==> src/hdl/multi_channel_duplex_byte_fifo_core_macros.svh <==
// Assertion helpers for the checks in the core module.
`ifndef MULTI_CHANNEL_DUPLEX_BYTE_FIFO_CORE_MACROS_SVH
`define MULTI_CHANNEL_DUPLEX_BYTE_FIFO_CORE_MACROS_SVH

// Same-cycle implication, checked outside reset.
`define MCDBF_ASSERT_NOW(label, clk, rst_n, ante, cons, msg) \
    label: assert property (@(posedge clk) disable iff (!(rst_n)) (ante) |-> (cons)) \
        else $error(msg);

// Next-cycle implication, checked outside reset.
`define MCDBF_ASSERT_NEXT(label, clk, rst_n, ante, cons, msg) \
    label: assert property (@(posedge clk) disable iff (!(rst_n)) (ante) |=> (cons)) \
        else $error(msg);

`endif

==> src/hdl/mcdbf_pkg.sv <==
package mcdbf_pkg;

    // Default build
    localparam int CHANNELS_DEF    = 8;
    localparam int QUEUE_DEPTH_DEF = 2048;
    localparam int MAX_READ_DEF    = 64;

    // Fixed field widths
    localparam int CMD_W   = 3;
    localparam int CH_W    = 4;
    localparam int CHOUT_W = 3;
    localparam int LIMIT_W = 7;
    localparam int CNT_W   = 48;

    typedef enum logic [CMD_W-1:0] {
        CMD_ALLOC    = 3'd0,
        CMD_M_WRITE  = 3'd1,
        CMD_S_WRITE  = 3'd2,
        CMD_M_READ   = 3'd3,
        CMD_S_READ   = 3'd4,
        CMD_COUNTERS = 3'd5
    } t_cmd;

    typedef enum logic [1:0] {
        ST_OK      = 2'd0,
        ST_INVALID = 2'd1,
        ST_NO_FREE = 2'd2,
        ST_DROPPED = 2'd3
    } t_status;

    typedef enum logic [1:0] {
        S_IDLE,
        S_RD_START,
        S_RD_STREAM
    } t_state;

    typedef struct packed {
        logic [CMD_W-1:0]   command;
        logic [CH_W-1:0]    channel;
        logic [7:0]         data_in;
        logic               has_byte;
        logic               first_of_call;
        logic [LIMIT_W-1:0] read_limit;
    } t_in_beat;

    typedef struct packed {
        t_status            status;
        logic [CHOUT_W-1:0] channel_out;
        logic [7:0]         data_out;
        logic               data_valid;
        logic               last;
        logic [CNT_W-1:0]   dropped_total;
        logic [CNT_W-1:0]   invalid_total;
    } t_out_beat;

    // Pointer table update request
    typedef struct packed {
        logic alloc;
        logic wr_inc;
        logic rd_inc;
    } t_ptab_op;

    // Saturating counter step
    function automatic logic [CNT_W-1:0] sat_inc(input logic [CNT_W-1:0] c);
        return (&c) ? c : c + 1'b1;
    endfunction

endpackage

==> src/hdl/mcdbf_ptab.sv <==
module mcdbf_ptab #(
    parameter int CHANNELS    = 8,
    parameter int QUEUE_DEPTH = 2048,
    parameter int CW          = (CHANNELS > 1) ? $clog2(CHANNELS) : 1,
    parameter int QW          = CW + 1,
    parameter int PW          = $clog2(QUEUE_DEPTH)
) (
    input  logic                      i_clk,
    input  logic                      i_rst_n,
    input  mcdbf_pkg::t_ptab_op       i_op,
    input  logic [QW-1:0]             i_q,
    input  logic [mcdbf_pkg::CH_W-1:0] i_ch,
    output logic                      o_ch_ok,
    output logic [PW-1:0]             o_wr_ptr,
    output logic [PW-1:0]             o_rd_ptr,
    output logic [PW-1:0]             o_wr_next,
    output logic [PW-1:0]             o_rd_next,
    output logic                      o_free_found,
    output logic [mcdbf_pkg::CH_W-1:0] o_free_idx
);
    import mcdbf_pkg::*;

    localparam int NSLOT = 2**CW;
    localparam int NQ    = 2**QW;

    logic [PW-1:0]    r_wr_ptr [NQ];
    logic [PW-1:0]    r_rd_ptr [NQ];
    logic [NSLOT-1:0] r_in_use;

    function automatic logic [PW-1:0] wrap_next(input logic [PW-1:0] p);
        return (p == PW'(QUEUE_DEPTH - 1)) ? '0 : p + 1'b1;
    endfunction

    // Lowest free channel
    always_comb begin
        o_free_found = 1'b0;
        o_free_idx   = '0;
        for (int i = CHANNELS - 1; i >= 0; i--) begin
            if (!r_in_use[i]) begin
                o_free_found = 1'b1;
                o_free_idx   = CH_W'(i);
            end
        end
    end

    // Channel check and pointer lookup
    assign o_ch_ok   = ({1'b0, i_ch} < (CH_W + 1)'(CHANNELS)) && r_in_use[i_ch[CW-1:0]];
    assign o_wr_ptr  = r_wr_ptr[i_q];
    assign o_rd_ptr  = r_rd_ptr[i_q];
    assign o_wr_next = wrap_next(r_wr_ptr[i_q]);
    assign o_rd_next = wrap_next(r_rd_ptr[i_q]);

    // Claim clears both queues of a channel; otherwise step one pointer
    always_ff @(posedge i_clk) begin
        if (!i_rst_n) begin
            r_in_use <= '0;
            for (int j = 0; j < NQ; j++) begin
                r_wr_ptr[j] <= '0;
                r_rd_ptr[j] <= '0;
            end
        end else begin
            if (i_op.alloc) begin
                r_in_use[o_free_idx[CW-1:0]] <= 1'b1;
            end
            for (int j = 0; j < NQ; j++) begin
                if (i_op.alloc && (QW'(j) >> 1) == QW'(o_free_idx[CW-1:0])) begin
                    r_wr_ptr[j] <= '0;
                    r_rd_ptr[j] <= '0;
                end else if (QW'(j) == i_q) begin
                    if (i_op.wr_inc) begin
                        r_wr_ptr[j] <= o_wr_next;
                    end
                    if (i_op.rd_inc) begin
                        r_rd_ptr[j] <= o_rd_next;
                    end
                end
            end
        end
    end

endmodule
==> config.mk <==
export PLATFORM = sky130hd
export DESIGN_NAME = mcdbf_ptab
export DESIGN_NICKNAME = d
export VERILOG_FILES = /design/src/hdl/multi_channel_duplex_byte_fifo_core_macros.svh /design/src/hdl/mcdbf_pkg.sv /design/src/hdl/mcdbf_ptab.sv
export SDC_FILE = /design/constraint.sdc
export NUM_CORES = 1
export LEC_CHECK = 0
export ABC_AREA = 1
export BUFFER_PORTS_ARGS = -buffer_cell sky130_fd_sc_hd__clkbuf_2
export CAP_MARGIN = 15
export CORE_ASPECT_RATIO = 2
export CORE_UTILIZATION = 43
export CTS_BUF_LIST = sky130_fd_sc_hd__clkbuf_16
export CTS_CLUSTER_SIZE = 25
export DETAILED_ROUTE_END_ITERATION = 10
export GPL_ROUTABILITY_DRIVEN = 0
export PLACE_DENSITY = 0.59
export SYNTH_ARGS = -nofsm -noshare
export SYNTH_HDL_FRONTEND = slang
export SYNTH_SLANG_ARGS = --single-unit
==> constraint.sdc <==
create_clock -name i_clk -period 5 [get_ports i_clk]
set_input_delay 1 -clock i_clk [delete_from_list [all_inputs] [get_ports i_clk]]
set_output_delay 1 -clock i_clk [all_outputs]
set_load 0.02 [all_outputs]
==> impl_metrics.py, run 1 <==
metrics = {
    "die": {
        "io_pins": 63,
        "die_area_mm2": 0.0410,
        "rows": 103,
        "coreArea_mm2": 0.0396,
        "start_util": 0.436,
        "die_x_um": 144,
        "die_h_um": 285,
    },
    "finish": {
        "layout_common_cells": "nand2_1 (783), nor2_1 (406), edfxtp_1 (352), inv_1 (73), clkbuf_2 (60)",
        "final_nets": 1983,
        "syn2layout_area_growth_pct": 11.1,
        "mostFrequentLayoutCell": "nand2_1",
        "drive_gt1_frac": 0.106,
        "n_antenna_cell": 0,
    },
    "worst_hold_path": {
        "hold_depth": 2,
        "hp-class": "reg2reg",
    },
    "drt": {
        "wirelength_mm": 57.8,
        "drc": 0,
        "firstDrtPassIters": 6,
        "drt_iter0_markers": 1053,
        "via_per_inst": 5.35,
        "vias": 13500,
        "wl_per_cell_um": 23.0,
        "ant_nets": 0,
    },
    "clock_tree": {
        "clk_pin_slew_ns": 0.06,
        "cts_buffers": 34,
        "postCtsResizedCells": 0,
        "cts-root-buf": "clkbuf_16",
        "clkLatencyLatePin_ns": 0.53,
        "cts_setup_buffers": 0,
        "cts_hold_buffers": 0,
        "h-tree-depth": 2,
        "max-clock-path-buffers": 3,
        "cts_tree": "done",
        "clock-sinks": 360,
    },
    "grt": {
        "track_usage": 0.291,
        "antenna_found_initial": 0,
        "grt_pass1_wl_mm": 84.2,
        "grt_max_degree": 70,
        "overflow": 0,
        "grt_pass1_vias": 13400,
    },
    "worst_setup_path": {
        "cp_max_fo": 18,
        "path_buf_inv": 5,
        "cp_cell_sequence": "clkbuf_2, nor2_8, buf_4, a22oi_1, nand2_1, nand2_1, nand2_1, nor2_2, inv_1, ha_1, nand2_1, nor2_4, nand4_1, nand2_1, inv_2, clkbuf_2",
        "end_kind": "output pin",
        "reg2regPathDepth": 10,
        "worstSetupPathType": "in2out",
        "critPathArrivalTime_ns": 3.64,
        "critPathTopFamily": "simple AND/OR/NAND/NOR gates",
        "path_depth": 16,
        "max_stage_delay_ns": 0.36,
        "slowest_stage": "a22oi_1",
        "start_kind": "input port",
        "critical_path.most_common_cell": "nand2_1",
        "crit_required_ns": 4.00,
    },
    "timing": {
        "finalClockSkew_ns": 0.0265,
        "slew-limit-headroom": 0.455,
        "setup_tns_ns": 0,
        "final_hold_viol_count": 0,
        "fmax_mhz": 215,
        "period_minus_slack_ns": 4.64,
        "setup_viol": 0,
        "fin_crit_sh": 0.929,
        "rsz0062_at_grt": "false",
        "worstMarginPinSlew_ns": 0.810,
        "final.setup.worst_slack_ns": 0.357,
        "slew_viol_final": 0,
    },
    "pwr": {
        "power.density_mw_per_mm2": 357,
        "total_leakage_power_nw": 8.07,
        "ir_drop_mv": 0.220,
    },
    "synthesis": {
        "ys_seq_area_frac": 0.622,
        "yosys-top-cells-area": "edfxtp_1 (61%), nand2_1 (17%), nor2_1 (8.9%)",
        "yosys_warnings": 0,
        "synthCells": 1929,
        "synthArstFlopShare": 0,
        "syn_area_mm2": 0.0173,
        "synth_flop_cell": "edfxtp_1",
        "yosysTopAreaCell": "edfxtp_1",
        "synth.net_count": 1944,
        "synth-seq-cells": 360,
        "synth_edf_count": 352,
        "synth_top_area_frac": 0.613,
        "synth.distinct_cells": 35,
        "avgSynthCellArea_um2": 8.94,
    },
    "run": {
        "cap_viol_max_count": 0,
    },
    "outcome": {
        "status": "finished clean",
    },
    "place": {
        "post-place-ws_ns": 0.364,
        "dp_hpwl_mm": 41.6,
        "portBuffers": 61,
    },
}
[cell families (layout without fill, tap and decap cells)]
group                      count (synthesis)  in the layout  share of synthesized area
and+or+nand+nor                         1299           1299                      0.298
other                                      1              1                   0.000217
AOI/OAI and AO/OA                         64             64                     0.0239
xor gates and xnor gates                   5              5                    0.00384
DFF                                      360            360                      0.622
adders and majority gates                  2              2                    0.00145
buffers and inverters                    198            261                     0.0503
[registers in the layout (all words and copies together) (netlist names)]
name,flops
r_rd_ptr,176
r_wr_ptr,176
r_in_use,8
[cells in the mapped netlist, types with 2 or more instances]
cell type / number
a22oi_1: 30
xor2_2: 3
nor2_2: 7
o21ai_0: 8
nand4_2: 3
nand2_1: 783
o21ai_1: 2
ha_1: 2
inv_2: 17
buf_4: 17
nand3_2: 10
buf_1: 7
inv_1: 65
a21oi_1: 19
nor2_1: 408
o21bai_1: 2
dfxtp_1: 8
nand4_1: 20
nor3_1: 4
nand2_2: 8
nand3_1: 54
buf_2: 41
clkbuf_1: 48
edfxtp_1: 352
[per-stage QoR]
stage               hold WS, ns  cells  area, um^2  utilization  power, mW
floorplan                 0.450   1929       17300            -       4.04
global placement          0.472   2457       18200        0.459       4.45
detailed placement        0.477   2457       18200        0.459       4.46
CTS                       0.488   2517       19200        0.485       6.85
global route              0.527   2517       19200        0.485       7.01
finish                    0.491   2517       19200        0.485       6.83
[routing by layer]
metal / track usage / vias up / routed length (um)
met5: 0 / - / 0
met4: 0.245 / 0 / 5640
met3: 0.0356 / 204 / 3160
met2: 0.535 / 568 / 30900
met1: 0.280 / 6406 / 18100
li1: - / 6282 / -
[worst paths after layout]
kind | to | start | slack (ns)
worst max-delay path | o_rd_next[0] | i_q[1] | 0.36
worst min-delay path | r_in_use[5] | r_in_use[5] | 0.49
worst max register to register | r_wr_ptr[0][2] | r_in_use[6] | 1.66
worst min register to register | r_in_use[5] | r_in_use[5] | 0.49
[power breakdown]
group / switching (mW) / leakage, nW / internal (mW)
Clock: 1.11 / 0.522 / 1.32
Combinational: 0.717 / 3.81 / 0.202
Sequential: 0.0403 / 3.73 / 3.44
[final cells by class]
cell class              count  area, um^2
clock buffers              35         876
fillers                  3818       20400
clock inverters            25         133
repair buffers            117         791
inverters                  84         318
multi-input cells        1371        5670
flip-flops and latches    360       10700
well taps                 525         657
[worst register-to-register path: stages, from the launching register on]
cell	delay, ns
dfxtp_1	0.32
inv_1	0.07
o21ai_0	0.15
nand2_1	0.10
a21oi_1	0.19
nor2_1	0.10
nor2_1	0.32
inv_1	0.20
nand2_1	0.21
nand3_1	0.54
nand2_1	0.76
(Power assumes the default switching activity.)
==> run 2: changes to the inputs <==
==> constraint.sdc (replaced) <==
create_clock -name i_clk -period 5 [get_ports i_clk]
set_input_delay 1 -clock i_clk [delete_from_list [all_inputs] [get_ports i_clk]]
set_output_delay 1 -clock i_clk [all_outputs]
set_load 0.005 [all_outputs]
==> run 2 against run 1 <==
Clock power increased by 9.9%. Die area unchanged. Maximum frequency decreased by 2.4%. Largest power group unchanged. Sequential power barely moved. Combinational power is 5.4% lower. Register-to-register slack gained 0.06 ns. Total power grew 2.7%. Global-route usage increased by 0.30 points. First-iteration DRC count increased by 16%. Critical path type unchanged. Wire length up 1.3%. Clock skew decreased by 0.0096 ns. Sequential cell count unchanged.
==> impl_metrics.py, run 2 (synthesis gave the netlist of run 1 again) <==
metrics = {
    "worst_setup_path": {
        "crit_required_ns": 4.00,
        "cp_max_fo": 36,
        "worstSetupPathType": "in2out",
        "critPathArrivalTime_ns": 3.76,
        "end_kind": "output pin",
        "r2r_slack_ns": 1.72,
        "start_kind": "input port",
    },
    "finish": {
        "mostFrequentLayoutCell": "nand2_1",
        "layout_common_cells": "nand2_1 (783), nor2_1 (406), edfxtp_1 (352), inv_1 (66), clkbuf_2 (60)",
        "drive_gt1_frac": 0.113,
        "final_nets": 1987,
        "largestRegisters": "r_rd_ptr (176), r_wr_ptr (176), r_in_use (8)",
        "syn2layout_area_growth_pct": 12.1,
        "n_antenna_cell": 0,
        "fin_util": 0.489,
    },
    "die": {
        "start_util": 0.436,
        "die_area_mm2": 0.0410,
        "io_pins": 63,
        "coreArea_mm2": 0.0396,
        "rows": 103,
        "die_x_um": 144,
        "die_h_um": 285,
    },
    "drt": {
        "via_per_inst": 5.46,
        "wirelength_mm": 58.5,
        "drc": 0,
        "ant_nets": 0,
        "firstDrtPassIters": 8,
        "drt_iter0_markers": 1221,
        "vias": 13800,
        "wl_per_cell_um": 23.2,
    },
    "clock_tree": {
        "clock-sinks": 360,
        "cts_setup_buffers": 0,
        "cts_hold_buffers": 0,
        "cts_buffers": 31,
        "h-tree-depth": 1,
        "clk_pin_slew_ns": 0.07,
        "max-clock-path-buffers": 3,
        "postCtsResizedCells": 0,
        "cts-root-buf": "clkbuf_16",
        "cts_tree": "done",
        "clkLatencyLatePin_ns": 0.60,
    },
    "pwr": {
        "power.density_mw_per_mm2": 363,
        "total_leakage_power_nw": 8.14,
        "ir_drop_mv": 0.297,
    },
    "grt": {
        "overflow": 0,
        "antenna_found_initial": 0,
        "grt_pass1_vias": 13900,
        "track_usage": 0.294,
        "grt_max_degree": 37,
        "grt_pass1_wl_mm": 85.7,
    },
    "place": {
        "dp_hpwl_mm": 42.3,
        "portBuffers": 61,
    },
    "timing": {
        "fin_crit_sh": 0.952,
        "final_hold_viol_count": 0,
        "worstMarginPinSlew_ns": 0.807,
        "rsz0062_at_grt": "false",
        "period_minus_slack_ns": 4.76,
        "finalClockSkew_ns": 0.0169,
        "slew-limit-headroom": 0.457,
        "setup_viol": 0,
        "slew_viol_final": 0,
        "setup_tns_ns": 0,
        "fmax_mhz": 210,
    },
    "worst_hold_path": {
        "hp-class": "reg2reg",
    },
    "run": {
        "cap_viol_max_count": 0,
    },
    "outcome": {
        "status": "finished clean",
    },
}
run 2: cell types whose count changed in the layout (fill, tap and decap cells not counted), sizes merged:
cell | before | now
bufinv | 1 | 8
inv | 92 | 85
clkinv | 15 | 18
clkinvlp | 1 | 0
buf | 57 | 64
clkbuf | 95 | 91
run 2: cell type report:
type                    count  area [um^2]
repair buffers            124          868
clock inverters            27          327
flip-flops and latches    360        10700
fillers                  3800        20200
clock buffers              31          776
inverters                  84          318
multi-input cells        1371         5670
well taps                 525          657
run 2: routing by layer:
layer  up-vias  track usage  wire length, um
met5         -            0                0
met4         0        0.228             5010
met3       171       0.0354             3170
met2       578        0.553            32100
met1      6724        0.280            18200
li1       6291            -                -
run 2: metrics by stage:
| step | hold slack, ns | cell area [um^2] | worst slack, ns | power [mW] | instances |
|---|---|---|---|---|---|
| floorplan | 0.450 | 17300 | 0.802 | 3.99 | 1929 |
| global placement | 0.469 | 18200 | 0.300 | 4.40 | 2464 |
| detailed placement | 0.491 | 18200 | 0.295 | 4.41 | 2464 |
| CTS | 0.502 | 19300 | 0.279 | 7.03 | 2522 |
| global route | 0.519 | 19300 | 0.138 | 7.19 | 2522 |
| finish | 0.504 | 19300 | 0.242 | 7.02 | 2522 |
run 2: final timing paths:
| kind | startpoint | end | depth (start not counted) |
|---|---|---|---|
| setup / recovery | i_q[0] | o_wr_next[10] | 18 |
| setup reg to reg | r_in_use[6] | r_wr_ptr[13][7] | 10 |
| hold / removal | r_in_use[5] | r_in_use[5] | 2 |
| hold reg to reg | r_in_use[5] | r_in_use[5] | 2 |
run 2: power by group:
group	leakage (nW)	internal [mW]	switching, mW	total, mW
clock network	0.550	1.54	1.13	2.67
registers	3.73	3.44	0.0422	3.48
logic	3.85	0.207	0.662	0.869
total	8.14	5.19	1.83	7.02
run 2: critical path, cell delays in order:
cell and delay, ns:
buf_4 0.19, buf_12 0.25, buf_4 0.35, nand2_1 0.08
nand2_1 0.07, nand2_1 0.07, nand2_1 0.13, nand2_1 0.22
nand2_1 0.14, nor2_1 0.04, buf_4 0.14, nor2_1 0.17
nand2_1 0.12, nor2_1 0.18, nand3_2 0.14, nand2_2 0.22
inv_1 0.06, clkbuf_2 0.11
